==> config.mk <==
export PLATFORM = sky130hd
export DESIGN_NAME = property_path_tokenizer_top_flat
export DESIGN_NICKNAME = d
export VERILOG_FILES = /design/src/rtl/pptok_pkg.sv /design/src/rtl/pptok_in_if.sv /design/src/rtl/pptok_out_if.sv /design/src/rtl/property_path_tokenizer_top.sv /design/src/rtl/pptok_step.sv /design/src/flat_wrapper.sv
export SDC_FILE = /design/constraint.sdc
export NUM_CORES = 1
export LEC_CHECK = 0
export BUFFER_PORTS_ARGS = -buffer_cell sky130_fd_sc_hd__clkbuf_2
export CELL_PAD_IN_SITES_DETAIL_PLACEMENT = 0
export CELL_PAD_IN_SITES_GLOBAL_PLACEMENT = 1
export CORE_MARGIN = 2
export CORE_UTILIZATION = 35
export CTS_BUF_LIST = sky130_fd_sc_hd__clkbuf_16
export DETAILED_ROUTE_END_ITERATION = 8
export GPL_ROUTABILITY_DRIVEN = 0
export PLACE_DENSITY = 0.63
export SYNTH_ARGS = -nofsm -noshare
export SYNTH_HDL_FRONTEND = slang
export SYNTH_HIERARCHICAL = 1
export SYNTH_SLANG_ARGS = --single-unit
export TNS_END_PERCENT = 1
==> constraint.sdc <==
create_clock -name clk -period 5.65 [get_ports clk]
set_clock_uncertainty 0.2 [all_clocks]
set_input_delay 0 -clock clk [delete_from_list [all_inputs] [get_ports clk]]
set_output_delay 0 -clock clk [all_outputs]
set_load 0.005 [all_outputs]
==> src/rtl/pptok_pkg.sv <==
// Shared types and constants for the property path tokenizer.
// No dependencies; every other file imports this package.
`timescale 1ns / 1ps

package pptok_pkg;

  // Field widths
  localparam int CHAR_W   = 8;
  localparam int INDEX_W  = 30;
  localparam int DCOUNT_W = 4;

  // Default longest index, in decimal digits
  localparam int MAX_INDEX_DIGITS_DEF = 9;

  // Significant characters
  localparam logic [CHAR_W-1:0] CHAR_DOT    = 8'h2E;
  localparam logic [CHAR_W-1:0] CHAR_LBRACK = 8'h5B;
  localparam logic [CHAR_W-1:0] CHAR_RBRACK = 8'h5D;
  localparam logic [CHAR_W-1:0] CHAR_ZERO   = 8'h30;
  localparam logic [CHAR_W-1:0] CHAR_NINE   = 8'h39;

  typedef enum logic [2:0] {
    MODE_START   = 3'd0,
    MODE_NAME    = 3'd1,
    MODE_BRACKET = 3'd2,
    MODE_AFTER   = 3'd3
  } mode_t;

  typedef enum logic [1:0] {
    KIND_BYTE     = 2'd0,
    KIND_NAME_END = 2'd1,
    KIND_INDEX    = 2'd2,
    KIND_STATUS   = 2'd3
  } kind_t;

  typedef enum logic [2:0] {
    STAT_OK         = 3'd0,
    STAT_UNCLOSED   = 3'd1,
    STAT_BAD_INDEX  = 3'd2,
    STAT_EMPTY_STEP = 3'd3,
    STAT_EMPTY_PATH = 3'd4
  } status_t;

  typedef struct packed {
    logic [CHAR_W-1:0] char_code;
    logic              no_char;
    logic              path_end;
  } path_item_t;

  typedef struct packed {
    kind_t              kind;
    logic [CHAR_W-1:0]  name_byte;
    logic [INDEX_W-1:0] index_value;
    status_t            status;
  } token_t;

  // Up to three tokens caused by one item, packed from slot 0 upward
  typedef struct packed {
    token_t [2:0] slot;
    logic   [1:0] count;
  } token_group_t;

  typedef struct packed {
    mode_t               mode;
    status_t             err;
    logic [INDEX_W-1:0]  acc;
    logic [DCOUNT_W-1:0] dcount;
    logic                bad;
    logic                any_seg;
  } parse_state_t;

  localparam parse_state_t PARSE_RESET = '{
    mode:    MODE_START,
    err:     STAT_OK,
    acc:     '0,
    dcount:  '0,
    bad:     1'b0,
    any_seg: 1'b0
  };

endpackage

==> src/rtl/pptok_in_if.sv <==
// Path byte channel: valid/ready handshake with one path item as payload.
// Depends on pptok_pkg.
`timescale 1ns / 1ps

interface pptok_in_if import pptok_pkg::*; ();
  logic              valid;
  logic              ready;
  logic [CHAR_W-1:0] char_code;
  logic              no_char;
  logic              path_end;

  modport source (output valid, output char_code, output no_char, output path_end,
                  input ready);
  modport sink   (input valid, input char_code, input no_char, input path_end,
                  output ready);
endinterface

==> src/rtl/pptok_out_if.sv <==
// Token channel: valid/ready handshake with one token as payload.
// Depends on pptok_pkg.
`timescale 1ns / 1ps

interface pptok_out_if import pptok_pkg::*; ();
  logic               valid;
  logic               ready;
  kind_t              kind;
  logic [CHAR_W-1:0]  name_byte;
  logic [INDEX_W-1:0] index_value;
  status_t            status;
  logic               run_last;

  modport source (output valid, output kind, output name_byte, output index_value,
                  output status, output run_last, input ready);
  modport sink   (input valid, input kind, input name_byte, input index_value,
                  input status, input run_last, output ready);
endinterface

==> src/rtl/property_path_tokenizer_top.sv <==
// Property path tokenizer top level: input register, parser step, token group register.
// Depends on pptok_pkg, pptok_in_if, pptok_out_if and pptok_step.
//
//   channel     dir  payload                                          handshake
//   path_chan   in   char_code[7:0], no_char, path_end                valid/ready
//   token_chan  out  kind[1:0], name_byte[7:0], index_value[29:0],    valid/ready
//                    status[2:0], run_last
//
// An item is registered on acceptance and parsed from there; its tokens (zero to three)
// load the group register when free; tokens leave one per cycle while ready is high.
// Items causing at most one token flow at one per cycle while ready is high; an item
// causing more holds the next back until its last token leaves the single output port.
// Reset clears the parse state, the input register and the group register.
// A stalled token output holds the group register; the input register keeps accepting
// while it is empty or its item moves into the group register in the same cycle.
`timescale 1ns / 1ps

module property_path_tokenizer_top import pptok_pkg::*; #(
  parameter int MAX_INDEX_DIGITS = MAX_INDEX_DIGITS_DEF
) (
  input logic         clk,
  input logic         rst,
  pptok_in_if.sink    path_chan,
  pptok_out_if.source token_chan
);

  logic         s1_valid;
  path_item_t   s1_item;
  parse_state_t st;
  parse_state_t st_next;
  token_group_t grp;
  token_group_t grp_next;
  logic         grp_free;
  logic         s1_adv;
  logic         pop;

  // Parser step
  pptok_step #(
    .MAX_INDEX_DIGITS(MAX_INDEX_DIGITS)
  ) u_step (
    .cur  (st),
    .item (s1_item),
    .nxt  (st_next),
    .group(grp_next)
  );

  // Handshake control
  assign pop             = token_chan.valid && token_chan.ready;
  assign grp_free        = (grp.count == 2'd0) || (grp.count == 2'd1 && token_chan.ready);
  assign s1_adv          = s1_valid && grp_free;
  assign path_chan.ready = !s1_valid || grp_free;

  // Input register
  always_ff @(posedge clk) begin
    if (rst) begin
      s1_valid <= 1'b0;
    end else if (path_chan.ready) begin
      s1_valid <= path_chan.valid;
    end
  end

  always_ff @(posedge clk) begin
    if (path_chan.ready && path_chan.valid) begin
      s1_item <= '{char_code: path_chan.char_code, no_char: path_chan.no_char,
                   path_end: path_chan.path_end};
    end
  end

  // Parse state: advance when the registered item moves on
  always_ff @(posedge clk) begin
    if (rst) begin
      st <= PARSE_RESET;
    end else if (s1_adv) begin
      st <= st_next;
    end
  end

  // Token group register: load a new group, or shift out one token
  always_ff @(posedge clk) begin
    if (rst) begin
      grp.count <= 2'd0;
    end else if (s1_adv) begin
      grp <= grp_next;
    end else if (pop) begin
      grp.count   <= grp.count - 2'd1;
      grp.slot[0] <= grp.slot[1];
      grp.slot[1] <= grp.slot[2];
    end
  end

  // Output drive
  assign token_chan.valid       = (grp.count != 2'd0);
  assign token_chan.kind        = grp.slot[0].kind;
  assign token_chan.name_byte   = grp.slot[0].name_byte;
  assign token_chan.index_value = grp.slot[0].index_value;
  assign token_chan.status      = grp.slot[0].status;
  assign token_chan.run_last    = (grp.count == 2'd1);

  // Checks
  a_status_is_last: assert property (@(posedge clk) disable iff (rst)
    token_chan.valid && token_chan.kind == KIND_STATUS |-> token_chan.run_last)
    else $error("status token not marked last");

  a_status_range: assert property (@(posedge clk) disable iff (rst)
    token_chan.valid |-> token_chan.status <= STAT_EMPTY_PATH)
    else $error("status code out of range");

  a_index_only_on_index: assert property (@(posedge clk) disable iff (rst)
    token_chan.valid && token_chan.kind != KIND_INDEX |-> token_chan.index_value == '0)
    else $error("index value on a non-index token");

  a_digit_bound: assert property (@(posedge clk) disable iff (rst)
    st.dcount <= DCOUNT_W'(MAX_INDEX_DIGITS))
    else $error("digit count past limit");

endmodule

==> src/rtl/pptok_step.sv <==
// Per-item parser step: next parse state and the tokens one item causes.
// Purely combinational. Depends on pptok_pkg.
`timescale 1ns / 1ps

module pptok_step import pptok_pkg::*; #(
  parameter int MAX_INDEX_DIGITS = MAX_INDEX_DIGITS_DEF
) (
  input  parse_state_t cur,
  input  path_item_t   item,
  output parse_state_t nxt,
  output token_group_t group
);

  parse_state_t       mid;
  token_t             tok_byte, tok_end, tok_stat;
  logic               byte_v, end_v;
  status_t            fin_err;
  logic               fin_any;
  logic [CHAR_W-1:0]  ch;
  logic [3:0]         digit;
  logic [INDEX_W-1:0] acc_x10;
  logic [1:0]         n_tok;

  assign ch      = item.char_code;
  assign digit   = ch[3:0];
  assign acc_x10 = {cur.acc[INDEX_W-4:0], 3'b000} + {cur.acc[INDEX_W-2:0], 1'b0}
                 + INDEX_W'(digit);

  // Byte phase: act on the character unless an error is already latched
  always_comb begin
    mid      = cur;
    byte_v   = 1'b0;
    tok_byte = '0;
    if (!item.no_char && cur.err == STAT_OK) begin
      case (cur.mode)
        MODE_NAME: begin
          byte_v = 1'b1;
          if (ch == CHAR_DOT || ch == CHAR_LBRACK) begin
            tok_byte.kind = KIND_NAME_END;
            mid.any_seg   = 1'b1;
            if (ch == CHAR_DOT) begin
              mid.mode = MODE_START;
            end else begin
              mid.mode   = MODE_BRACKET;
              mid.acc    = '0;
              mid.dcount = '0;
              mid.bad    = 1'b0;
            end
          end else begin
            tok_byte.kind      = KIND_BYTE;
            tok_byte.name_byte = ch;
          end
        end
        MODE_BRACKET: begin
          if (ch == CHAR_RBRACK) begin
            if (cur.bad || cur.dcount == '0) begin
              mid.err = STAT_BAD_INDEX;
            end else begin
              byte_v               = 1'b1;
              tok_byte.kind        = KIND_INDEX;
              tok_byte.index_value = cur.acc;
              mid.any_seg          = 1'b1;
              mid.mode             = MODE_AFTER;
            end
          end else if (ch inside {[CHAR_ZERO:CHAR_NINE]}) begin
            if (cur.dcount < DCOUNT_W'(MAX_INDEX_DIGITS)) begin
              mid.acc    = acc_x10;
              mid.dcount = cur.dcount + 1'b1;
            end else begin
              mid.bad = 1'b1;
            end
          end else begin
            mid.bad = 1'b1;
          end
        end
        default: begin
          // Segment start, or just after a closing bracket
          if (ch == CHAR_DOT) begin
            if (cur.mode == MODE_AFTER) begin
              mid.mode = MODE_START;
            end else begin
              mid.err = STAT_EMPTY_STEP;
            end
          end else if (ch == CHAR_LBRACK) begin
            mid.mode   = MODE_BRACKET;
            mid.acc    = '0;
            mid.dcount = '0;
            mid.bad    = 1'b0;
          end else begin
            byte_v             = 1'b1;
            tok_byte.kind      = KIND_BYTE;
            tok_byte.name_byte = ch;
            mid.mode           = MODE_NAME;
          end
        end
      endcase
    end
  end

  // End phase: close an open name, settle the final status, return to reset
  always_comb begin
    end_v    = 1'b0;
    tok_end  = '0;
    tok_stat = '0;
    fin_err  = mid.err;
    fin_any  = mid.any_seg;
    nxt      = mid;
    if (item.path_end) begin
      if (fin_err == STAT_OK) begin
        if (mid.mode == MODE_NAME) begin
          end_v        = 1'b1;
          tok_end.kind = KIND_NAME_END;
          fin_any      = 1'b1;
        end else if (mid.mode == MODE_BRACKET) begin
          fin_err = STAT_UNCLOSED;
        end
      end
      if (fin_err == STAT_OK && !fin_any) begin
        fin_err = STAT_EMPTY_PATH;
      end
      tok_stat.kind   = KIND_STATUS;
      tok_stat.status = fin_err;
      nxt             = PARSE_RESET;
    end
  end

  // Pack the valid tokens from slot 0 upward
  always_comb begin
    n_tok = 2'(byte_v) + 2'(end_v) + 2'(item.path_end);
    group.count   = n_tok;
    group.slot[2] = tok_stat;
    group.slot[1] = (byte_v && end_v) ? tok_end : tok_stat;
    group.slot[0] = byte_v ? tok_byte : (end_v ? tok_end : tok_stat);
  end

endmodule
==> src/flat_wrapper.sv <==
// flat-port wrapper written by rule: the top's interface ports become plain ports
module property_path_tokenizer_top_flat import pptok_pkg::*;
#(
  parameter int MAX_INDEX_DIGITS = MAX_INDEX_DIGITS_DEF
)
  (clk, rst, path_chan_valid, path_chan_char_code, path_chan_no_char, path_chan_path_end, path_chan_ready, token_chan_valid, token_chan_kind, token_chan_name_byte, token_chan_index_value, token_chan_status, token_chan_run_last, token_chan_ready);
  pptok_in_if path_chan_i ();
  pptok_out_if token_chan_i ();
  input logic clk;
  input logic rst;
  input wire logic [$bits(path_chan_i.valid)-1:0] path_chan_valid;
  input wire logic [$bits(path_chan_i.char_code)-1:0] path_chan_char_code;
  input wire logic [$bits(path_chan_i.no_char)-1:0] path_chan_no_char;
  input wire logic [$bits(path_chan_i.path_end)-1:0] path_chan_path_end;
  output wire logic [$bits(path_chan_i.ready)-1:0] path_chan_ready;
  output wire logic [$bits(token_chan_i.valid)-1:0] token_chan_valid;
  output wire logic [$bits(token_chan_i.kind)-1:0] token_chan_kind;
  output wire logic [$bits(token_chan_i.name_byte)-1:0] token_chan_name_byte;
  output wire logic [$bits(token_chan_i.index_value)-1:0] token_chan_index_value;
  output wire logic [$bits(token_chan_i.status)-1:0] token_chan_status;
  output wire logic [$bits(token_chan_i.run_last)-1:0] token_chan_run_last;
  input wire logic [$bits(token_chan_i.ready)-1:0] token_chan_ready;
  assign path_chan_i.valid = path_chan_valid;
  assign path_chan_i.char_code = path_chan_char_code;
  assign path_chan_i.no_char = path_chan_no_char;
  assign path_chan_i.path_end = path_chan_path_end;
  assign path_chan_ready = path_chan_i.ready;
  assign token_chan_valid = token_chan_i.valid;
  assign token_chan_kind = token_chan_i.kind;
  assign token_chan_name_byte = token_chan_i.name_byte;
  assign token_chan_index_value = token_chan_i.index_value;
  assign token_chan_status = token_chan_i.status;
  assign token_chan_run_last = token_chan_i.run_last;
  assign token_chan_i.ready = token_chan_ready;
  property_path_tokenizer_top #(.MAX_INDEX_DIGITS(MAX_INDEX_DIGITS)) u_core (.clk(clk), .rst(rst), .path_chan(path_chan_i), .token_chan(token_chan_i));
endmodule
Word level (Yosys, flattened, before mapping) --
Index checks and enable logic that the tools add are counted.
Storage, ports and cells: register bits after elaboration 146, input bits 14, logic and storage cells 141
Cells by class: add/sub/neg operators 6, order comparisons 3, eq/ne operators 16, multiplexer cells 66, bitwise logic cells 1, reductions and logical operators 28
Operators by type and width (count):
- $mux 88 | 2
- $mux 35 | 4
- $mux 43 | 3
- $mux 30 | 3
- $mux 42 | 2
- $pmux 35 s2 | 1
- $mux 34 | 2
- $mux 40 | 1
- $mux 3 | 13
- $mux 36 | 1
- $add 30x30->30 | 1
- $add 30x4->30 | 1
- $mux 8 | 3
- $mux 1 | 19
- $eq 8x7->1 const B | 2
- $pmux 8 s2 | 1
- $ne 3x2->1 const B | 5
- $pmux 3 s2 | 2
- $mux 2 | 5
- $eq 3x2->1 const B | 3
- $logic_not 3->1 | 3
- $reduce_and 9->1 | 1
- $eq 8x6->1 const B | 1
- $ge 8x6->1 const B | 1
- other kinds (23) | 40

Longest topological paths before layout --
Gate-level depths: netlist of run 1.
depth after elaboration 19, depth in mapped cells 13, gate-level depth less buffers 13

Hierarchy --
The synthesis of run 1 kept the hierarchy.
By module, submodules not included:
- property_path_tokenizer_top | times used 1, cells each 495, area each 7383.3 µm²
- pptok_step | times used 1, cells each 564, area each 3857.4 µm²

Worst setup path before layout of run 1 --
OpenSTA, ideal clock, no wires.
kind register -> register, start point register u_core/grp[0] (netlist bit), end point register u_core/grp[45] (netlist bit) (enable), data arrival time 4.400 ns, data required time 4.919 ns, path slack 0.519 ns, cell stages (with the launch flop) 5, buffers on the path 0, cells stage by stage dfxtp_1 inv_1 ha_1 mux2i_1 nor2_1
Between the ends: cells in the longest elaborated chain, start to end 6, elaborated cells on any way between the ends 9, classes of those cells eq/ne: 1; reduce/logical: 8
Ends and longest elaborated chain:
- start: declaration | line property_path_tokenizer_top.sv:31 | token_group_t grp;
- start signal: assignment | line property_path_tokenizer_top.sv:83 | grp <= grp_next;
- $eq 2x1->1 | line property_path_tokenizer_top.sv:49 | assign grp_free = (grp.count == 2'd0) || (grp.count == 2'd1 && token_chan.ready);
- $logic_and 1x1->1 | line property_path_tokenizer_top.sv:49
- $logic_or 1x1->1 | line property_path_tokenizer_top.sv:49
- $logic_and 1x1->1 | line property_path_tokenizer_top.sv:50 | assign s1_adv = s1_valid && grp_free;
- $reduce_bool 2->1 (no line) (*)
- $reduce_and 2->1 (no line) (*)
Every way passes the cells marked *; elsewhere a longest branch is shown, timed or not. A chain may end at the register's enable or synchronous reset.

==> run metrics, run 1 <==
port bufs 59; Synth Register Bits 184; fin crit period 3.57 ns; Die ar. 33,600 µm²; FF-to-FF End u_core/grp[0]; relative slew slack a little under a third; slowest stage delay, CP 0.63 ns; Top cell by count, worst path nand3_1; Post-Route WL 25,300 µm; CP cell instances inv_1, ha_1, nor2b_1, a21o_2, a221oi_1, nand3_1, nor4_1, fa_1, nand3_1, a31oi_1; crit path max fanout 6; HPWL Detailed 16,700 µm; die width 183 µm; final hold violation count 0; layout cells sized above 1 just under 20%; max frequency 0.280 GHz; reg2reg path depth 10; CP Class flip-flop to flip-flop; # rows 65; Gate Count Post-Synth 1,059; post-synthesis sequential area ratio 45.1%; Power, Total 0.00332 W; Critical Path AT 3.66 ns; setup violators final 0; CP endpoint kind flip-flop; largest net degree at the start of global routing 87; final instance area 11,900 µm²; P per Cell Area 278 nW/µm²; die height 183 µm; Post-synth ARST share 0%; unrepaired setup endpoints after global routing no; Hold Path Depth 2; clock sink total ~180; area of the mapped netlist 11,200 µm²; starting density of the core 35.6%; total number of vias 7,458; Resized cells post-CTS 0; core area ~32,000 µm²; final net count 1,140; total of max-cap violations 0; LEAKAGE ~4.6 nW; vias per cell roughly 5.0; global-route wire length before repair 41,000 µm; root buf cell clkbuf_16; Worst EP required roughly 5.7 ns; period utilization 63.2%; antenna cells 0; Syn Area/Cell between 10 and 15 µm²; number of global-route vias before repair approximately 7,400; status finished clean; CP startpoint kind flip-flop; ANT nets after route 0; hold endpoint u_core/s1_item[0]; WL/cell approximately 17 µm; TritonCTS buffer count 17; clock-pin slew on the worst setup and hold paths 0.07 ns; CTS tree built; Hold WC Path Type primary input to flip-flop; H-tree levels 4; initial antenna violation count 0; global route overflow 0; io pins 60; Reg2Reg Launch Point u_core/st[2]; Initial DRC Count 381; Yosys warnings 6; Cell variety after synth between 70 and 80; R2R setup slack 2.08 ns; number of flops mapped to enable cells by yosys 139; worst vdd ir 166 µV; CTS max path bufs 2; Syn-to-layout area delta 6.24%; TNS Setup 0 ns; slowest CP cell a221oi_1; number of remaining DRC errors 0; min-delay src path_chan_path_end; measured slew at the worst slew-check pin ~1.0 ns; Max Slew Vio Count 0; drt pass-1 iters 5; Post-DP Area approximately 11,000 µm²; main flop type after synthesis edfxtp_1; clk_lat worst skew 0.44 ns; Total Routing Usage GR 15.6%
[report_power, final]
group          leakage (nW)  switching [W]  internal, W
Combinational          2.70       0.000349     0.000208
Clock                 0.266       0.000558     0.000572
Sequential             1.66      0.0000319      0.00160
Total                  4.62       0.000939      0.00239
[stage by stage]
stage / setup WS, ns / utilization, % / instances / hold WS [ns]
6_report: 2.08 / 37.8 / 1480 / 0.0736
5_1_grt: 1.74 / 37.8 / 1480 / 0.0641
4_1_cts: 2.07 / 37.8 / 1480 / 0.0513
3_5_place_dp: 2.09 / 35.7 / 1434 / -0.0129
3_3_place_gp: 2.09 / 35.7 / 1434 / -0.0197
2_1_floorplan: 0.519 / - / 1134 / -0.101
[registers in the layout (all words and copies together) (netlist names)]
register / cells
u_core/grp: 88
u_core/token_chan.status: 3
u_core/token_chan.name_byte: 8
u_core/token_chan.index_value: 30
u_core/s1_item: 10
u_core/token_chan.kind: 2
u_core/st: 42
u_core/s1_valid: 1
[cell type report]
type,instances,area (µm²)
multi-input combinational,752,5190
tap,402,503
clock inverter,15,115
fill,3147,19600
inverter,25,93.8
clock buffer,17,425
sequential,184,5070
timing repair buffer,85,538
[worst max-delay path, delay by kind of cell, from the launching register on]
family | cells | cell delay, ns
simple gates | 4 | 1.04
compound gates | 3 | 0.98
flops | 1 | 0.41
buf+inv | 1 | 0.08
fa+ha+maj | 2 | 0.71
[cell families (layout without fill, tap and decap cells)]
kind of cell    count (synthesis)  after routing  share of synthesized area [%]
xor+xnor                       24             24                           1.87
compound gates                246            246                           13.4
flops                         184            184                           45.1
buf+inv                       198            142                           11.3
simple gates                  257            257                           11.8
other cells                     1             76                         0.0334
mux                            88             88                           9.41
fa+ha+maj                      61             61                           6.99
[worst max-delay path by stage]
| stage | end | start | slack, ns |
|---|---|---|---|
| floorplan | u_core/grp[45] | u_core/grp[0] | 0.52 |
| global placement | u_core/st[28] | u_core/s1_item[5] | 2.09 |
| detailed placement | u_core/grp[124] | u_core/grp[1] | 2.09 |
| CTS | u_core/grp[115] | u_core/grp[0] | 2.07 |
| global route | u_core/st[31] | u_core/st[6] | 1.74 |
| finish | u_core/grp[0] | u_core/st[2] | 2.08 |
[cells in the mapped netlist, types with 2 or more instances]
library cell,number,area (µm²)
o21ai_0,81,405
a21o_1,9,67.6
o21bai_1,3,22.5
nor3_1,13,65.1
buf_4,123,923
nor2_1,65,244
a211oi_1,8,60.1
and4_1,2,17.5
nand2_4,2,22.5
and2_1,45,282
ha_1,58,726
o211a_1,2,20.0
dfxtp_1,45,901
clkbuf_1,34,128
buf_6,6,67.6
buf_2,8,40.0
xnor2_1,16,140
mux2_2,69,777
inv_1,25,93.8
o31ai_1,4,30.0
edfxtp_1,139,4170
nand2_1,41,154
fa_1,3,60.1
nand3b_1,2,15.0
nor4_1,3,18.8
o21ba_2,2,20.0
nand2b_1,5,31.3
a221oi_1,5,43.8
or4_1,2,15.0
a22oi_1,13,97.6
a31oi_1,8,50.1
nand3_1,52,260
o211ai_1,6,45.0
a311oi_1,4,35.0
a21oi_1,79,395
xor2_1,8,70.1
nand4_1,3,18.8
and3_1,3,18.8
a31o_2,2,17.5
mux2_4,18,270
o21a_1,3,22.5
or3_1,4,25.0
nor2b_1,4,25.0
[cells in the final DEF, fill, tap and decap left out, types with 18 or more instances in the layout]
cell	netlist	final
conb_1	1	76
a21oi_1	79	79
nor2_1	65	63
ha_1	58	58
clkbuf_2	0	59
inv_1	25	26
dfxtp_1	45	45
nand2_1	41	41
mux2_2	69	69
and2_1	45	45
edfxtp_1	139	139
mux2_4	18	18
o21ai_0	81	81
nand3_1	52	52
[what timing repair did]
action,4_1_cts,5_1_grt
buffers inserted,0,0
hold endpoints to repair,55,0
hold buffers,14,0
[per-layer routing]
layer / track usage, % / part of all wire (%) / routed length [µm] / vias to the layer above
met5: 0 / 0 / 0 / -
met4: 4.58 / 1.5 / 383 / 0
met3: 2.88 / 2.3 / 574 / 21
met2: 26.0 / 48 / 12200 / 88
met1: 20.7 / 48 / 12100 / 3667
li1: - / - / - / 3682
(Power assumes the default switching activity.)
==> inputs of run 2 (changes only) <==
--- a/config.mk
+++ b/config.mk
@@ -5,6 +5,7 @@
 export SDC_FILE = /design/constraint.sdc
 export NUM_CORES = 1
 export LEC_CHECK = 0
+export ABC_AREA = 1
 export BUFFER_PORTS_ARGS = -buffer_cell sky130_fd_sc_hd__clkbuf_2
 export CELL_PAD_IN_SITES_DETAIL_PLACEMENT = 0
 export CELL_PAD_IN_SITES_GLOBAL_PLACEMENT = 1
@@ -13,7 +14,7 @@
 export CTS_BUF_LIST = sky130_fd_sc_hd__clkbuf_16
 export DETAILED_ROUTE_END_ITERATION = 8
 export GPL_ROUTABILITY_DRIVEN = 0
-export PLACE_DENSITY = 0.63
+export PLACE_DENSITY = 0.69
 export SYNTH_ARGS = -nofsm -noshare
 export SYNTH_HDL_FRONTEND = slang
 export SYNTH_HIERARCHICAL = 1
==> constraint.sdc (replaced) <==
create_clock -name clk -period 3.25 [get_ports clk]
set_clock_uncertainty 0.2 [all_clocks]
set_input_delay 0 -clock clk [delete_from_list [all_inputs] [get_ports clk]]
set_output_delay 0 -clock clk [all_outputs]
set_load 0.005 [all_outputs]
==> run metrics, run 2 <==
status finished clean; ANT nets after route 0; main flop type after synthesis edfxtp_1; Filler cells 3,687; fin crit period 3.01 ns; global-route wire length before repair 47,800 µm; Post-Route WL 29,300 µm; layout cells sized above 1 12.3%; H-tree levels 4; Max Slew Vio Count 0; LEAKAGE 6.05 nW; largest net degree at the start of global routing 83; Top reg by flops u_core/grp; CP startpoint kind flip-flop; HPWL Detailed 21,300 µm; io pins 60; CP endpoint kind flip-flop; Syn Area/Cell between 7 and 8 µm²; antenna cells 0; Post-synth ARST share 0%; final net count around 1,700; WL/cell 14.0 µm; worst hold margin 0.0707 ns; number of flops mapped to enable cells by yosys 139; clock-pin slew on the worst setup and hold paths 0.07 ns; crit path max fanout 4; Syn-to-layout area delta 6.73%; starting density of the core 35.2%; Synth Register Bits around 180; measured slew at the worst slew-check pin 0.851 ns; clock sink total roughly 180; initial antenna violation count 0; core area between 30,000 and 40,000 µm²; period utilization 92.6%; final hold violation count 0; total number of vias 9,428; P per Cell Area 659 nW/µm²; Worst EP required roughly 3.4 ns; CTS tree built; commonest non-fill, non-tap cell in the layout nand2_1; area leader, netlist edfxtp_1; CTS max path bufs 2; max frequency 0.332 GHz; drt pass-1 iters 5; Cell variety after synth 46; commonest non-fill, non-tap cells in the layout nand2_1, inv_1, edfxtp_1, nor2_1, a21oi_1; Hold WC Path Type primary input to flip-flop; Yosys warnings 6; setup violators final 0; Initial DRC Count 544; # rows slightly below 70; die height a little under 200 µm; post-synthesis sequential area ratio approximately two fifths; total of max-cap violations 0; Largest register FFs 88; TritonCTS buffer count 17; area of the mapped netlist about 12,000 µm²; TNS Setup 0 ns; Reg2Reg Launch Point u_core/s1_item[5]; worst vdd ir about 440 µV; global route overflow 0; die width 193 µm; number of global-route vias before repair 9,256; CP Class flip-flop to flip-flop; Crit. Startpoint u_core/s1_item[5]; Die ar. approximately 37,000 µm²; clk_lat worst skew between 0.4 and 0.5 ns; Total Routing Usage GR 16.6%; min-delay src path_chan_char_code[6]; top-area cell type share of the netlist area 33.5%; Critical Path AT 3.14 ns; main area contributors after synthesis edfxtp_1, nand2_1, buf_4; relative slew slack 43.2%; port bufs 59; Post-synth top cells nand2_1, inv_1, edfxtp_1, nor2_1, buf_4; root buf cell clkbuf_16; Gate Count Post-Synth 1,607; vias per cell 4.49; number of remaining DRC errors 0; count leader, synth nand2_1
## run 2: final cells by class
type | count | area (µm²) | area share [%]
clock inverters | 15 | 160 | 1.21
inverters | 170 | 643 | 4.84
clock buffers | 17 | 425 | 3.20
repair buffers | 100 | 666 | 5.01
multi-input cells | 1152 | 5730 | 43.2
well taps | 461 | 577 | 4.34
flip-flops and latches | 184 | 5070 | 38.2
## run 2: through the flow
stage / cell area, µm² / instances / setup slack (ns) / util (%) / total power, W
after floorplan: 12700 / 1682 / -0.279 / - / 0.00606
final: 13300 / 2099 / 0.240 / 37.6 / 0.00875
after global placement: 12500 / 2051 / 0.204 / 35.5 / 0.00672
after detailed placement: 12500 / 2051 / 0.154 / 35.5 / 0.00674
after global routing: 13300 / 2099 / -0.000211 / 37.6 / 0.00944
after CTS: 13300 / 2098 / 0.132 / 37.6 / 0.00886
## run 2: cell families after synthesis
group	share of synthesized area, %
adders and majority gates	6.31
AOI/OAI and AO/OA	7.95
and+or+nand+nor	28.4
other	0.0301
xor gates and xnor gates	0.915
buffers and inverters	15.6
DFF	40.8
## run 2: report_power, final
| group | internal [W] | total [W] | switching (W) |
|---|---|---|---|
| sequential | 0.00321 | 0.00353 | 0.000320 |
| combinational | 0.00106 | 0.00313 | 0.00208 |
| clock | 0.00109 | 0.00208 | 0.000991 |
## run 2: worst paths after layout
| path | endpoint | slack (ns) | depth (start not counted) |
|---|---|---|---|
| max | u_core/st[24] | 0.24 | 15 |
| min | u_core/s1_item[8] | 0.07 | 2 |
| max reg2reg | u_core/st[24] | 0.24 | 15 |
| min reg2reg | u_core/st[0] | 0.29 | 2 |
## run 2: critical path, cell delays in order (launching register included)
cell and delay [ns]:
edfxtp_1 0.45, inv_2 0.12, fa_1 0.46, fa_1 0.48, inv_1 0.10, nand3_1 0.09, nand3_2 0.13, nand2_1 0.09
a21oi_1 0.15, nor2_1 0.07, nand2_1 0.06, nand2_1 0.04, o21ai_0 0.17, a21oi_1 0.08, o21ai_0 0.15, nor2_1 0.05
## run 2: routing by layer
layer  track usage, %  share of wire (%)  vias up
met5                0                  0        -
met4             5.78                2.8        0
met3             2.31                2.9       37
met2             29.1                 49      161
met1             20.8                 45     4254
li1                 -                  -     4976
## run 2: repair_timing
| action | in CTS | in global routing |
|---|---|---|
| resized for setup | 0 | 4 |
| setup endpoints to repair | 0 | 8 |
| buffers inserted | 0 | 1 |
| hold buffers | 15 | 0 |
| hold endpoints to repair | 39 | 0 |
==> inputs of run 3 (changes only) <==
--- a/config.mk
+++ b/config.mk
@@ -14,7 +14,7 @@
 export CTS_BUF_LIST = sky130_fd_sc_hd__clkbuf_16
 export DETAILED_ROUTE_END_ITERATION = 8
 export GPL_ROUTABILITY_DRIVEN = 0
-export PLACE_DENSITY = 0.69
+export PLACE_DENSITY_LB_ADDON = 0.1
 export SYNTH_ARGS = -nofsm -noshare
 export SYNTH_HDL_FRONTEND = slang
 export SYNTH_HIERARCHICAL = 1
==> run metrics, run 3 (synthesis gave the netlist of run 2 again) <==
status finished clean; Flop pwr share 39.3%; final instance area about 13,000 µm²; starting density of the core 35.2%; WL/cell 15.2 µm; Final Util 38.1%; CP Class flip-flop to flip-flop; Total Routing Usage GR 18.1%; met3 wire len 1100 µm; Die ar. 37,100 µm²; setup violators final 0; TritonCTS buffer count 17; worst setup margin 0.250 ns; switching share of power 39.0%; measured slew at the worst slew-check pin 0.783 ns; largest net degree at the start of global routing 69; number of remaining DRC errors 0; H-tree levels 4; slowest CP cell fa_1; layout cells sized above 1 13.5%; Worst EP required 3.43 ns; Post-Route WL between 30,000 and 40,000 µm; met1 wire length 14,300 µm; Max Used Layer met4; clk_lat worst skew approximately 0.44 ns; Top reg by flops u_core/grp; root buf cell clkbuf_16; internal power around 0.0054 W; # rows 69; CP endpoint kind flip-flop; port bufs 59; final net count 1,717; HPWL Detailed 23,200 µm; worst path bufs/invs 2; Critical Path AT 3.18 ns; fin crit period 3.00 ns; ANT nets after route 0; dpl ws 0.138 ns; drt pass-1 iters 8; die height 193 µm; Syn-to-layout area delta 8.09%; CTS tree built; worst vdd ir 447 µV; commonest non-fill, non-tap cell in the layout nand2_1; Clock power frac 23.6%; LEAKAGE 6.17 nW; die width 193 µm; unrepaired setup endpoints after global routing no; placed cells slightly above 2,000; Hold WC Path Type primary input to flip-flop; core area around 35,000 µm²; Max Slew Vio Count 0; commonest non-fill, non-tap cells in the layout nand2_1, inv_1, edfxtp_1, nor2_1, a21oi_1; Initial DRC Count ~490; met2 wire length between 15,000 and 20,000 µm; CP startpoint kind flip-flop; period utilization 92.3%; initial antenna violation count 0; slowest stage delay, CP 0.48 ns; crit path max fanout 4; number of global-route vias before repair a little over 9,000; CP cell instances inv_2, fa_1, fa_1, inv_1, nand3_1, nand3_2, nand2_1, nand2_1, nand2_1, nand3_1, nand2_1, nand3_1, nand2_1, a21oi_1, o21ai_0, nor2_1; clock-pin slew on the worst setup and hold paths 0.08 ns; Largest register FFs 88; Post-DP Area approximately 13,000 µm²; TNS Setup 0 ns; P per Cell Area 663 nW/µm²; Psw roughly 0.0035 W; CTS max path bufs 2; max frequency 0.333 GHz; Top cell by count, worst path nand2_1; total number of vias 9,589; relative slew slack a little under half; global-route wire length before repair between 50,000 and 60,000 µm; non-filler instance count after layout 2,116; antenna cells 0; vias per cell 4.53; io pins 60; global route overflow 0; Logic pwr share between 30% and 40%; final hold violation count 0; total of max-cap violations 0; clock sink total 184; CP top delay family adder cells
## run 3: area by class of cell
type / count / area [µm²]
Multi-Input combinational cell: 1152 / 5750
Clock inverter: 15 / 159
Fill cell: 3729 / 21900
Clock buffer: 17 / 425
Inverter: 170 / 643
Timing Repair Buffer: 117 / 818
Sequential cell: 184 / 5080
Tap cell: 461 / 577
## run 3: final timing paths
path                                from                 to  slack, ns  depth (start not counted)
setup / recovery       u_core/s1_item[5]      u_core/st[32]       0.25                         16
hold / removal    path_chan_char_code[6]  u_core/s1_item[8]       0.06                          2
setup reg to reg       u_core/s1_item[5]      u_core/st[32]       0.25                         16
hold reg to reg            u_core/st[37]      u_core/st[37]       0.29                          2
## run 3: timing repair
item	4_1_cts	5_1_grt
setup buffers	0	1
endpoints found under the hold margin	34	0
resized for setup	0	10
hold buffers	15	0
endpoints found under the setup margin	0	13
## run 3: layer usage
metal / up-vias / GRT usage, %
met5: - / 0
met4: 0 / 4.46
met3: 20 / 2.67
met2: 154 / 33.1
met1: 4407 / 22.3
li1: 5008 / -
## run 3: through the flow
step	hold WS, ns	power (W)
after floorplan	-0.131	0.00606
after global placement	-0.0229	0.00689
after detailed placement	-0.0214	0.00689
after CTS	0.0402	0.00905
after global routing	0.0577	0.00963
final	0.0596	0.00892
## run 3: power groups by stage
stage / clock network [W] / logic [W] / registers (W)
detailed placement: 0 / 0.00332 / 0.00357
finish: 0.00211 / 0.00331 / 0.00350
global placement: 0 / 0.00333 / 0.00356
global route: 0.00225 / 0.00380 / 0.00357
floorplan: 0 / 0.00257 / 0.00349
CTS: 0.00218 / 0.00336 / 0.00352
